**config.mk**
```make
export PLATFORM = sky130hd
export DESIGN_NAME = modbus_request_framer_unit
export DESIGN_NICKNAME = d
export VERILOG_FILES = /design/src/hw/rtl/mbrf_pkg.sv /design/src/hw/rtl/mbrf_front.sv /design/src/hw/rtl/mbrf_queue.sv /design/src/hw/rtl/mbrf_back.sv /design/src/hw/rtl/modbus_request_framer_unit.sv
export VERILOG_INCLUDE_DIRS = /design/src /design/src/hw/rtl
export SDC_FILE = /design/constraint.sdc
export NUM_CORES = 1
export LEC_CHECK = 0
export BUFFER_PORTS_ARGS = -buffer_cell sky130_fd_sc_hd__clkbuf_2
export CELL_PAD_IN_SITES_DETAIL_PLACEMENT = 2
export CELL_PAD_IN_SITES_GLOBAL_PLACEMENT = 2
export CORE_MARGIN = 3
export CORE_UTILIZATION = 42
export CTS_CLUSTER_DIAMETER = 30
export DETAILED_ROUTE_END_ITERATION = 12
export GPL_TIMING_DRIVEN = 1
export PLACE_DENSITY_LB_ADDON = 0.1
export SYNTH_ARGS = -nofsm -noshare
export SYNTH_HDL_FRONTEND = slang
export SYNTH_SLANG_ARGS = --single-unit
```
**constraint.sdc**
```tcl
create_clock -name clock -period 6 [get_ports clock]
set_input_delay 1.2 -clock clock [delete_from_list [all_inputs] [get_ports clock]]
set_output_delay 1.2 -clock clock [all_outputs]
set_load 0.02 [all_outputs]
```
**src/hw/rtl/modbus_request_framer_unit_assert.svh**
```systemverilog
// assertion macros used by the read-request framer byte sequencer
`ifndef MODBUS_REQUEST_FRAMER_UNIT_ASSERT_SVH
`define MODBUS_REQUEST_FRAMER_UNIT_ASSERT_SVH

// same-cycle implication, expects clock and reset in scope
`define MBRF_ASSERT_IMP(lbl, ante, cons, msg) \
   lbl: assert property (@(posedge clock) disable iff (reset) (ante) |-> (cons)) \
      else $error(msg);

// next-cycle implication, expects clock and reset in scope
`define MBRF_ASSERT_NXT(lbl, ante, cons, msg) \
   lbl: assert property (@(posedge clock) disable iff (reset) (ante) |=> (cons)) \
      else $error(msg);

`endif

```
**src/hw/rtl/mbrf_pkg.sv**
```systemverilog
// types, frame constants and crc helper for the read-request framer
`default_nettype none

package mbrf_pkg;

   // request descriptor handed from the front end to the byte sequencer
   typedef struct packed {
      logic [31:0] serial;
      logic [15:0] seq;
      logic [7:0]  count;
      logic [15:0] start;
   } request_desc_type;

   // byte positions inside the frame
   localparam logic [5:0] POS_START      = 6'd0;
   localparam logic [5:0] POS_LEN_LO     = 6'd1;
   localparam logic [5:0] POS_LEN_HI     = 6'd2;
   localparam logic [5:0] POS_CTRL_LO    = 6'd3;
   localparam logic [5:0] POS_CTRL_HI    = 6'd4;
   localparam logic [5:0] POS_SEQ_LO     = 6'd5;
   localparam logic [5:0] POS_SEQ_HI     = 6'd6;
   localparam logic [5:0] POS_SERIAL_0   = 6'd7;
   localparam logic [5:0] POS_SERIAL_1   = 6'd8;
   localparam logic [5:0] POS_SERIAL_2   = 6'd9;
   localparam logic [5:0] POS_SERIAL_3   = 6'd10;
   localparam logic [5:0] POS_FTYPE      = 6'd11;
   localparam logic [5:0] POS_ZERO_FIRST = 6'd12;
   localparam logic [5:0] POS_ZERO_LAST  = 6'd25;
   localparam logic [5:0] POS_MB_SLAVE   = 6'd26;
   localparam logic [5:0] POS_MB_FUNC    = 6'd27;
   localparam logic [5:0] POS_MB_REG_HI  = 6'd28;
   localparam logic [5:0] POS_MB_REG_LO  = 6'd29;
   localparam logic [5:0] POS_MB_CNT_HI  = 6'd30;
   localparam logic [5:0] POS_MB_CNT_LO  = 6'd31;
   localparam logic [5:0] POS_CRC_LO     = 6'd32;
   localparam logic [5:0] POS_CRC_HI     = 6'd33;
   localparam logic [5:0] POS_SUM        = 6'd34;
   localparam logic [5:0] POS_END        = 6'd35;

   // fixed byte values
   localparam logic [7:0] START_BYTE   = 8'hA5;
   localparam logic [7:0] LENGTH_BYTE  = 8'd23;
   localparam logic [7:0] CTRL_LO      = 8'h10;
   localparam logic [7:0] CTRL_HI      = 8'h45;
   localparam logic [7:0] FTYPE_BYTE   = 8'h02;
   localparam logic [7:0] MB_SLAVE     = 8'h01;
   localparam logic [7:0] MB_FUNC_READ = 8'h03;
   localparam logic [7:0] END_BYTE     = 8'h15;

   // reflected crc-16 parameters
   localparam logic [15:0] CRC_POLY = 16'hA001;
   localparam logic [15:0] CRC_INIT = 16'hFFFF;

   // one byte through the reflected crc-16, bit by bit
   function automatic logic [15:0] crc16_step(input logic [15:0] crc,
                                              input logic [7:0]  data);
      logic [15:0] c;
      c = crc ^ {8'h00, data};
      for (int b = 0; b < 8; b++) begin
         if (c[0]) begin
            c = (c >> 1) ^ CRC_POLY;
         end else begin
            c = c >> 1;
         end
      end
      return c;
   endfunction

endpackage

`default_nettype wire

```
**src/hw/rtl/mbrf_front.sv**
```systemverilog
// front end: takes requests, stamps sequence number and serial, feeds the queue
`default_nettype none

module mbrf_front (
   input  wire logic                       clock,
   input  wire logic                       reset,
   input  wire logic                       csr_wr_en,
   input  wire logic [31:0]                csr_wr_data,
   input  wire logic                       req_tvalid,
   output logic                            req_tready,
   input  wire logic [23:0]                req_tdata,
   input  wire logic                       queue_full,
   output logic                            push,
   output mbrf_pkg::request_desc_type      push_desc
);
   import mbrf_pkg::*;

   logic [31:0] serial_ff, serial_in;
   logic [15:0] seq_ff, seq_in;

   // accept whenever the queue has room
   assign req_tready = !queue_full;
   assign push       = req_tvalid && req_tready;

   // descriptor for the sequencer
   always_comb begin
      push_desc.serial = serial_ff;
      push_desc.seq    = seq_ff;
      push_desc.count  = req_tdata[23:16];
      push_desc.start  = req_tdata[15:0];
   end

   // serial register and sequence counter
   always_comb begin
      serial_in = csr_wr_en ? csr_wr_data : serial_ff;
      seq_in    = push ? seq_ff + 16'd1 : seq_ff;
   end

   always_ff @(posedge clock) begin
      if (reset) begin
         serial_ff <= '0;
         seq_ff    <= '0;
      end else begin
         serial_ff <= serial_in;
         seq_ff    <= seq_in;
      end
   end

endmodule

`default_nettype wire

```
**src/hw/rtl/mbrf_queue.sv**
```systemverilog
// short descriptor queue between front end and byte sequencer
`default_nettype none

module mbrf_queue #(
   parameter int DEPTH = 2
) (
   input  wire logic                       clock,
   input  wire logic                       reset,
   input  wire logic                       push,
   input  wire mbrf_pkg::request_desc_type push_desc,
   input  wire logic                       pop,
   output logic                            full,
   output logic                            head_valid,
   output mbrf_pkg::request_desc_type      head_desc
);
   import mbrf_pkg::*;

   localparam int PTR_W = (DEPTH > 1) ? $clog2(DEPTH) : 1;
   localparam int CNT_W = $clog2(DEPTH + 1);
   localparam logic [PTR_W-1:0] PTR_LAST = PTR_W'(DEPTH - 1);
   localparam logic [CNT_W-1:0] CNT_FULL = CNT_W'(DEPTH);

   request_desc_type entry_ff [DEPTH];
   logic [PTR_W-1:0] wr_ptr_ff, wr_ptr_in;
   logic [PTR_W-1:0] rd_ptr_ff, rd_ptr_in;
   logic [CNT_W-1:0] count_ff, count_in;

   assign full       = (count_ff == CNT_FULL);
   assign head_valid = (count_ff != '0);
   assign head_desc  = entry_ff[rd_ptr_ff];

   // pointer and fill count update
   always_comb begin
      wr_ptr_in = wr_ptr_ff;
      rd_ptr_in = rd_ptr_ff;
      count_in  = count_ff;
      if (push) begin
         wr_ptr_in = (wr_ptr_ff == PTR_LAST) ? '0 : wr_ptr_ff + 1'b1;
      end
      if (pop) begin
         rd_ptr_in = (rd_ptr_ff == PTR_LAST) ? '0 : rd_ptr_ff + 1'b1;
      end
      if (push && !pop) begin
         count_in = count_ff + 1'b1;
      end else if (pop && !push) begin
         count_in = count_ff - 1'b1;
      end
   end

   always_ff @(posedge clock) begin
      if (reset) begin
         wr_ptr_ff <= '0;
         rd_ptr_ff <= '0;
         count_ff  <= '0;
      end else begin
         wr_ptr_ff <= wr_ptr_in;
         rd_ptr_ff <= rd_ptr_in;
         count_ff  <= count_in;
      end
   end

   // entry storage
   always_ff @(posedge clock) begin
      if (push) begin
         entry_ff[wr_ptr_ff] <= push_desc;
      end
   end

endmodule

`default_nettype wire

```
**src/hw/rtl/mbrf_back.sv**
```systemverilog
// byte sequencer: walks the 36 frame bytes, running crc and checksum
`default_nettype none

`include "modbus_request_framer_unit_assert.svh"

module mbrf_back (
   input  wire logic                       clock,
   input  wire logic                       reset,
   input  wire logic                       head_valid,
   input  wire mbrf_pkg::request_desc_type head_desc,
   output logic                            pop,
   output logic                            rsp_tvalid,
   input  wire logic                       rsp_tready,
   output logic [7:0]                      rsp_tdata,
   output logic                            rsp_tlast
);
   import mbrf_pkg::*;

   logic [5:0]  idx_ff, idx_in;
   logic [15:0] crc_ff, crc_in;
   logic [7:0]  sum_ff, sum_in;
   logic        rsp_tvalid_ff, rsp_tvalid_in;
   logic [7:0]  rsp_tdata_ff, rsp_tdata_in;
   logic        rsp_tlast_ff, rsp_tlast_in;
   logic        load;
   logic [7:0]  byte_val;

   assign rsp_tvalid = rsp_tvalid_ff;
   assign rsp_tdata  = rsp_tdata_ff;
   assign rsp_tlast  = rsp_tlast_ff;

   // next byte goes into the output register when it is free or draining
   assign load = head_valid && (!rsp_tvalid_ff || rsp_tready);
   assign pop  = load && (idx_ff == POS_END);

   // frame byte at the current position
   always_comb begin
      case (idx_ff) inside
         POS_START:                       byte_val = START_BYTE;
         POS_LEN_LO:                      byte_val = LENGTH_BYTE;
         POS_CTRL_LO:                     byte_val = CTRL_LO;
         POS_CTRL_HI:                     byte_val = CTRL_HI;
         POS_SEQ_LO:                      byte_val = head_desc.seq[7:0];
         POS_SEQ_HI:                      byte_val = head_desc.seq[15:8];
         POS_SERIAL_0:                    byte_val = head_desc.serial[7:0];
         POS_SERIAL_1:                    byte_val = head_desc.serial[15:8];
         POS_SERIAL_2:                    byte_val = head_desc.serial[23:16];
         POS_SERIAL_3:                    byte_val = head_desc.serial[31:24];
         POS_FTYPE:                       byte_val = FTYPE_BYTE;
         POS_MB_SLAVE:                    byte_val = MB_SLAVE;
         POS_MB_FUNC:                     byte_val = MB_FUNC_READ;
         POS_MB_REG_HI:                   byte_val = head_desc.start[15:8];
         POS_MB_REG_LO:                   byte_val = head_desc.start[7:0];
         POS_MB_CNT_LO:                   byte_val = head_desc.count;
         POS_CRC_LO:                      byte_val = crc_ff[7:0];
         POS_CRC_HI:                      byte_val = crc_ff[15:8];
         POS_SUM:                         byte_val = sum_ff;
         POS_END:                         byte_val = END_BYTE;
         POS_LEN_HI, POS_MB_CNT_HI,
         [POS_ZERO_FIRST:POS_ZERO_LAST]:  byte_val = 8'h00;
         default:                         byte_val = 8'h00;
      endcase
   end

   // position advances with each loaded byte; crc and checksum accumulate over their byte ranges
   always_comb begin
      idx_in = idx_ff;
      crc_in = crc_ff;
      sum_in = sum_ff;
      if (load) begin
         idx_in = (idx_ff == POS_END) ? POS_START : idx_ff + 6'd1;
         if (idx_ff == POS_START) begin
            crc_in = CRC_INIT;
            sum_in = 8'h00;
         end else begin
            if ((idx_ff >= POS_MB_SLAVE) && (idx_ff <= POS_MB_CNT_LO)) begin
               crc_in = crc16_step(crc_ff, byte_val);
            end
            if (idx_ff <= POS_CRC_HI) begin
               sum_in = sum_ff + byte_val;
            end
         end
      end
   end

   // output register
   always_comb begin
      rsp_tvalid_in = rsp_tvalid_ff;
      rsp_tdata_in  = rsp_tdata_ff;
      rsp_tlast_in  = rsp_tlast_ff;
      if (load) begin
         rsp_tvalid_in = 1'b1;
         rsp_tdata_in  = byte_val;
         rsp_tlast_in  = (idx_ff == POS_END);
      end else if (rsp_tready) begin
         rsp_tvalid_in = 1'b0;
      end
   end

   always_ff @(posedge clock) begin
      if (reset) begin
         idx_ff        <= POS_START;
         rsp_tvalid_ff <= 1'b0;
         rsp_tlast_ff  <= 1'b0;
      end else begin
         idx_ff        <= idx_in;
         rsp_tvalid_ff <= rsp_tvalid_in;
         rsp_tlast_ff  <= rsp_tlast_in;
      end
   end

   // payload registers
   always_ff @(posedge clock) begin
      crc_ff       <= crc_in;
      sum_ff       <= sum_in;
      rsp_tdata_ff <= rsp_tdata_in;
   end

   // checks
   `MBRF_ASSERT_IMP(a_idx_range, 1'b1, idx_ff <= POS_END, "frame position out of range")
   `MBRF_ASSERT_IMP(a_head_held, idx_ff != POS_START, head_valid,
                    "request left the queue mid-frame")
   `MBRF_ASSERT_IMP(a_last_is_end, rsp_tvalid_ff && rsp_tlast_ff, rsp_tdata_ff == END_BYTE,
                    "last item is not the end byte")
   `MBRF_ASSERT_NXT(a_wrap, pop, idx_ff == POS_START, "position did not wrap after end byte")

endmodule

`default_nettype wire

```
**src/hw/rtl/modbus_request_framer_unit.sv**
```systemverilog
// Read-request framer: one request in, a 36-item wrapped frame with crc out.
// An accepted request is written into the queue; once it is at the head and the
//   output register is free or draining, its first frame byte is loaded into it.
// The sequencer sends one frame byte per cycle on the rsp port while a request
//   is pending and rsp_tready is held high; the queue holds QUEUE_DEPTH pending requests.
// Reset (synchronous): clears sequence counter, serial, queue and output valid.
`default_nettype none

module modbus_request_framer_unit #(
   parameter int QUEUE_DEPTH = 2
) (
   input  wire logic        clock,
   input  wire logic        reset,
   // configuration: logger serial
   input  wire logic        csr_wr_en,
   input  wire logic [31:0] csr_wr_data,
   // request channel
   input  wire logic        req_tvalid,
   output logic             req_tready,
   input  wire logic [23:0] req_tdata,   // [15:0] start_register, [23:16] register_count
   // frame byte channel
   output logic             rsp_tvalid,
   input  wire logic        rsp_tready,
   output logic [7:0]       rsp_tdata,   // [7:0] frame_byte
   output logic             rsp_tlast    // last_byte
);
   import mbrf_pkg::*;

   logic             push;
   logic             pop;
   logic             queue_full;
   logic             head_valid;
   request_desc_type push_desc;
   request_desc_type head_desc;

   // request intake
   mbrf_front u_front (
      .clock       (clock),
      .reset       (reset),
      .csr_wr_en   (csr_wr_en),
      .csr_wr_data (csr_wr_data),
      .req_tvalid  (req_tvalid),
      .req_tready  (req_tready),
      .req_tdata   (req_tdata),
      .queue_full  (queue_full),
      .push        (push),
      .push_desc   (push_desc)
   );

   // pending requests
   mbrf_queue #(
      .DEPTH (QUEUE_DEPTH)
   ) u_queue (
      .clock      (clock),
      .reset      (reset),
      .push       (push),
      .push_desc  (push_desc),
      .pop        (pop),
      .full       (queue_full),
      .head_valid (head_valid),
      .head_desc  (head_desc)
   );

   // frame byte sequencer
   mbrf_back u_back (
      .clock      (clock),
      .reset      (reset),
      .head_valid (head_valid),
      .head_desc  (head_desc),
      .pop        (pop),
      .rsp_tvalid (rsp_tvalid),
      .rsp_tready (rsp_tready),
      .rsp_tdata  (rsp_tdata),
      .rsp_tlast  (rsp_tlast)
   );

endmodule

`default_nettype wire
```
==> flow_summary_export.csv, run 1 <==
group,metric,value,unit
final_layout,final_cell_mix,"edfxtp_1 (176), nor2_1 (84), mux2i_1 (77)",
synth,synth_edf_count,176,
drt,routedWlPerCell,26.8,um
floorplanning,dieArea,0.0273,sq mm
drt,first_pass_iters,5,
synth,synth_top_area_share,49.7,%
setup_path,cp.required,6.28,ns
drt,vias_per_cell,5.73,
setup_path,cp-end-kind,"flip-flop",
drt,wl_met1,13900,um
timing,setup_viol,0,
synth,yosys_warnings,0,
final_layout,fill_cells,2313,
cts,clock_latency,0.56,ns
timing,relSlewSlack,24.6,%
global_route,grt.total_usage,26.3,%
timing,clock_skew,0.0239,ns
timing,hold_viol,0,
cts,ctsHoldBuffers,0,
timing,tightest_slew,1.13,ns
timing,rsz0062_at_grt,"no",
final_layout,final_area,0.0132,sq mm
drt,routed-wl-met3,1820,um
cts,cts.clk_slew.worst_paths,0.05,ns
placed_design,hpwl,23100,um
setup_path,path_class,"reg2reg",
global_route,grt_pass1_wl,53200,um
drt,vias,7439,
placed_design,io_buffers,71,
synth,syn_area,0.0106,sq mm
floorplanning,std_cell_rows,57,
cts,post_cts_buffers,0,
placed_design,dp.cells,1198,
drt,met2_length,17800,um
synth,async_flop_share,0,%
floorplanning,design.core.area,0.0246,sq mm
synth,ys_seq_area_share,61.1,%
cts,cts_buffer_depth,3,
setup_path,reg2reg_depth,16,
floorplanning,dieWidth,165,um
cts,cts_inserted_buffers,54,
cts,root_buffer,"clkbuf_16",
synth,syn_nets,914,
power,cellLeakagePower,0.00479,uW
timing,setup_ws,1.09,ns
cts,cts_tree,"yes",
power,power.density,446,mW/mm^2
synth,avgSynthCellArea,12.7,sq um
min_path,min_path_cells,0,
synth,synth_top_area_cell,"edfxtp_1",
final_layout,drive_above_1_share,22.8,%
floorplanning,io_pins,72,
global_route,antenna_found_initial,0,
timing,min_period_over_period,81.9,%
floorplanning,die_y,165,um
cts,cts_resized,0,
global_route,grt_pass1_vias,8514,
synth,synth_flop_cell,"edfxtp_1",
timing,fin_tns_setup,0,ns
run_status,status,"finished clean",
drt,ant_nets,0,
min_path,hold_class,"reg2reg",
final_layout,final_common_cell,"edfxtp_1",
flow_run,maxCapViolations,0,
placed_design,gp_congestion,0.918,
timing,slew_violations,0,
timing,fmax,204,MHz
placed_design,place_area,0.0113,sq mm
cts,htreeDepth,2,
drt,top_layer,"met4",
setup_path,critPathArrivalTime,5.19,ns
placed_design,place_ws,1.30,ns
setup_path,cp_max_fo,21,
power,total_power,5900,uW
power,ir_drop,0.310,mV
cts,clock_sink_count,237,
final_layout,fin_nets,1006,
synth,ys_ff_latch,237,
synth,ys_top_cells_by_area,"edfxtp_1 (50%), dfxtp_1 (11%), mux2i_1 (7.2%), nor2_1 (3.0%), mux2_2 (3.0%)",
synth,netlist_instances,838,
timing,period_minus_slack,4.91,ns
drt,wl,34800,um
setup_path,critPathLaunchType,"flip-flop",
final_layout,antenna_cells,0,
floorplanning,initial_core_util,43.3,%
global_route,grt_max_degree,73,
final_layout,fin_cells,1299,
global_route,grt-ovfl-total,0,
final_layout,synthToLayoutAreaGrowth,24.4,%
synth,ys_types,76,
drt,drc,0,
drt,drtIter0Drc,488,
path summary, 6_finish.rpt:
check / startpoint / end / slack (ns)
worst min register to register: u_front.serial_ff[15]$_SDFFE_PP0P_ / u_queue.entry_ff[0][55]$_DFFE_PP_ / 0.46
worst max-delay path: u_back.idx_ff[0]$_SDFFE_PP0P_ / u_back.sum_ff[7]$_SDFFCE_PN0P_ / 1.09
worst max register to register: u_back.idx_ff[0]$_SDFFE_PP0P_ / u_back.sum_ff[7]$_SDFFCE_PN0P_ / 1.09
worst min-delay path: u_front.serial_ff[15]$_SDFFE_PP0P_ / u_queue.entry_ff[0][55]$_DFFE_PP_ / 0.46
per-stage QoR:
stage / hold slack (ns) / utilization, %
after CTS: 0.463 / 53.8
after floorplan: 0.425 / -
final: 0.464 / 53.8
after detailed placement: 0.451 / 45.9
after global routing: 0.472 / 53.8
after global placement: 0.432 / 45.9
final cells by class:
type	count	area, sq um	share of cell area [%]
Tap cell	324	405	3.06
Clock buffer	66	1470	11.1
Timing Repair Buffer	85	460	3.48
Inverter	14	52.6	0.397
Sequential cell	237	6510	49.2
Clock inverter	35	468	3.53
Multi-Input combinational cell	538	3880	29.3
sequential cells by signal (all words and copies together), names as in the netlist, named ones only:
| signal | count |
|---|---|
| u_back.rsp_tdata | 8 |
| u_queue.rd_ptr_ff | 1 |
| u_back.sum_ff | 8 |
| u_back.rsp_tlast | 1 |
| u_back.idx_ff | 6 |
| u_back.rsp_tvalid | 1 |
| u_queue.entry_ff | 144 |
| u_front.seq_ff | 16 |
| u_queue.wr_ptr_ff | 1 |
| u_queue.count_ff | 2 |
| u_front.serial_ff | 32 |
| u_back.crc_ff | 16 |
Yosys cell counts, types with 11 or more instances:
library cell	instances
a21oi_1	31
clkbuf_1	29
dfxtp_1	61
edfxtp_1	176
ha_1	14
inv_1	13
mux2_2	28
mux2i_1	77
nand2_1	35
nand2b_1	11
nand3_1	27
nor2_1	85
nor3_1	18
o21ai_0	18
xnor2_1	20
xor2_1	22
critical path, stage by stage (launching register included):
cell and delay [ns]:
dfxtp_1 0.44, ha_1 0.77, nor2b_1 0.44, a2111oi_0 0.14, o211ai_1 0.33, a211oi_1 0.15
o31ai_1 0.83, ha_1 0.35, a21o_1 0.15, a21oi_1 0.10, o21bai_1 0.16, a21oi_1 0.11
o21bai_1 0.13, a21oi_1 0.09, xor2_1 0.16, xnor2_1 0.21, nor2_1 0.08
kinds of logic (layout without fill, tap and decap cells):
kind of cell	Yosys count	in the layout	synth area share (%)
DFF	237	237	61.1
muxes	106	106	10.3
buffers and inverters	63	200	2.55
AOI/OAI and AO/OA	139	139	9.39
and+or+nand+nor	235	235	11.1
xor gates and xnor gates	43	43	3.67
adders and majority gates	15	15	1.83
power by group:
| part | total [uW] | leakage, uW | internal, uW | switching, uW |
|---|---|---|---|---|
| sequential | 2070 | 0.00215 | 1970 | 91.3 |
| combinational | 758 | 0.00172 | 249 | 508 |
| clock | 3080 | 0.000918 | 2120 | 955 |
layer usage:
layer	global-route usage, %	up-vias
met3	5.49	77
met4	10.8	0
met1	32.0	3783
met5	0	-
li1	-	3355
met2	45.4	224
(Power assumes the default switching activity.)
==> inputs of run 2 (changes only) <==
==> constraint.sdc (replaced) <==
create_clock -name clock -period 4.65 [get_ports clock]
set_input_delay 0.93 -clock clock [delete_from_list [all_inputs] [get_ports clock]]
set_output_delay 0.93 -clock clock [all_outputs]
set_load 0.02 [all_outputs]
==> run 2 against run 1 <==
Effect of this change: sequential power up 29%; power up 25%; sequential cell count unchanged; maximum frequency up 11%; global-route usage down 0.097 points; count of clock-buffer cells in the layout up 4; die area unchanged; utilization up 0.27 points; first-iteration DRC count up 13%; sequential share of layout area down 0.22 points; combinational power up 37%; critical path type unchanged; highest routed layer unchanged.
==> flow_summary_export.csv, run 2 (synthesis gave the netlist of run 1 again) <==
group,metric,value,unit
timing,tightest_slew,1.11,ns
timing,rsz0062_at_grt,"no",
setup_path,critPathMaxStageDelay,0.74,ns
setup_path,critPathLaunchType,"flip-flop",
final_layout,largest_reg_flops,144,
power,power.density,556,mW/mm^2
placed_design,io_buffers,71,
global_route,grt-ovfl-total,0,
final_layout,antenna_cells,0,
placed_design,gp_congestion,0.958,
drt,vias_per_cell,5.72,
final_layout,final_cell_mix,"edfxtp_1 (176), nor2_1 (83), mux2i_1 (77)",
floorplanning,dieArea,0.0273,sq mm
cts,post_cts_buffers,0,
setup_path,path_class,"reg2reg",
cts,htreeDepth,2,
power,cellLeakagePower,0.00485,uW
final_layout,synthToLayoutAreaGrowth,25.0,%
timing,fmax,226,MHz
final_layout,top_register,"u_queue.entry_ff",
cts,root_buffer,"clkbuf_16",
drt,drc,0,
timing,min_period_over_period,95.0,%
setup_path,path_common_cell,"a21oi_1",
cts,ctsHoldBuffers,0,
run_status,status,"finished clean",
final_layout,fill_cells,2300,
final_layout,fin_nets,1022,
min_path,hold_class,"reg2reg",
drt,wl,35300,um
cts,clock_sink_count,237,
setup_path,cp_max_fo,34,
global_route,grt_max_degree,73,
setup_path,cp_cell_sequence,"buf_4 > buf_4 > mux2i_1 > nand2_1 > nand3_1 > nor2_1 > o21ai_0 > nand2b_1 > ha_1 > a21oi_1 > o21bai_1 > a21oi_1 > o21bai_1 > a21oi_1 > xor2_1 > xnor2_1 > nor2_1",
drt,first_pass_iters,5,
final_layout,final_common_cell,"edfxtp_1",
setup_path,crit_slowest_cell,"dfxtp_4",
setup_path,cp-end-kind,"flip-flop",
power,ir_drop,0.411,mV
drt,drtIter0Drc,549,
cts,cts_inserted_buffers,52,
setup_path,cp.required,4.91,ns
cts,clock_latency,0.54,ns
timing,relSlewSlack,26.0,%
timing,hold_viol,0,
setup_path,critical_path_buf_inv_count,2,
floorplanning,die_y,165,um
floorplanning,dieWidth,165,um
global_route,grt.total_usage,26.2,%
timing,slew_violations,0,
global_route,grt_pass1_vias,8554,
floorplanning,design.core.area,0.0246,sq mm
drt,ant_nets,0,
final_layout,drive_above_1_share,24.3,%
floorplanning,std_cell_rows,57,
cts,cts_buffer_depth,3,
final_layout,fin_cells,1313,
floorplanning,initial_core_util,43.3,%
placed_design,hpwl,24100,um
floorplanning,io_pins,72,
timing,period_minus_slack,4.42,ns
drt,vias,7514,
final_layout,reg_top3,"u_queue.entry_ff (144), u_front.serial_ff (32)",
final_layout,final_util,54.1,%
timing,clock_skew,0.0209,ns
setup_path,path_delay_family,"compound AO/OA/AOI/OAI gates",
global_route,antenna_found_initial,0,
timing,setup_viol,0,
placed_design,dp.cells,1216,
power,total_power,7390,uW
setup_path,critPathArrivalTime,4.68,ns
global_route,grt_pass1_wl,53600,um
flow_run,maxCapViolations,0,
cts,cts.clk_slew.worst_paths,0.05,ns
cts,cts_tree,"yes",
drt,routedWlPerCell,26.9,um
==> run 2: area by class of cell <==
class	count	area, sq um	area share (%)
clock buffers	70	1540	11.6
clock inverters	27	268	2.01
inverters	14	56.3	0.423
multi-input cells	538	3890	29.3
flip-flops and latches	237	6510	48.9
well taps	324	405	3.05
repair buffers	103	633	4.76
==> run 2: path summary, 6_finish.rpt <==
check	slack, ns	start	cells after the start	end
worst max-delay path	0.23	flip-flop	17	u_back.sum_ff[7]$_SDFFCE_PN0P_
worst min register to register	0.46	u_front.serial_ff[11]$_SDFFE_PP0P_	0	u_queue.entry_ff[1][51]$_DFFE_PP_
worst min-delay path	0.46	u_front.serial_ff[11]$_SDFFE_PP0P_	0	u_queue.entry_ff[1][51]$_DFFE_PP_
worst max register to register	0.23	flip-flop	17	u_back.sum_ff[7]$_SDFFCE_PN0P_
==> run 2: per-layer routing <==
| metal | vias up | share of wire, % | global-route usage [%] |
|---|---|---|---|
| met2 | 211 | 51 | 45.9 |
| li1 | 3383 | - | - |
| met4 | 0 | 3.0 | 8.43 |
| met3 | 68 | 4.7 | 4.91 |
| met5 | - | 0 | 0 |
| met1 | 3852 | 42 | 32.6 |
==> run 2: through the flow <==
step	area (sq um)	setup TNS [ns]	setup slack [ns]	hold WS (ns)
floorplan	10600	0	0.109	0.425
global placement	11500	0	0.245	0.435
detailed placement	11500	-0.00327	-0.00327	0.444
CTS	13300	0	0.140	0.457
global route	13300	0	0.0240	0.483
finish	13300	0	0.232	0.458
==> run 2: repair_timing <==
action,4_1_cts,5_1_grt
resized for setup,1,9
setup endpoints to repair,1,2
pin swaps,0,0
==> run 2: power breakdown <==
part,switching (uW),internal [uW]
Clock,1170,2530
Combinational,686,350
Sequential,114,2550
Total,1970,5430
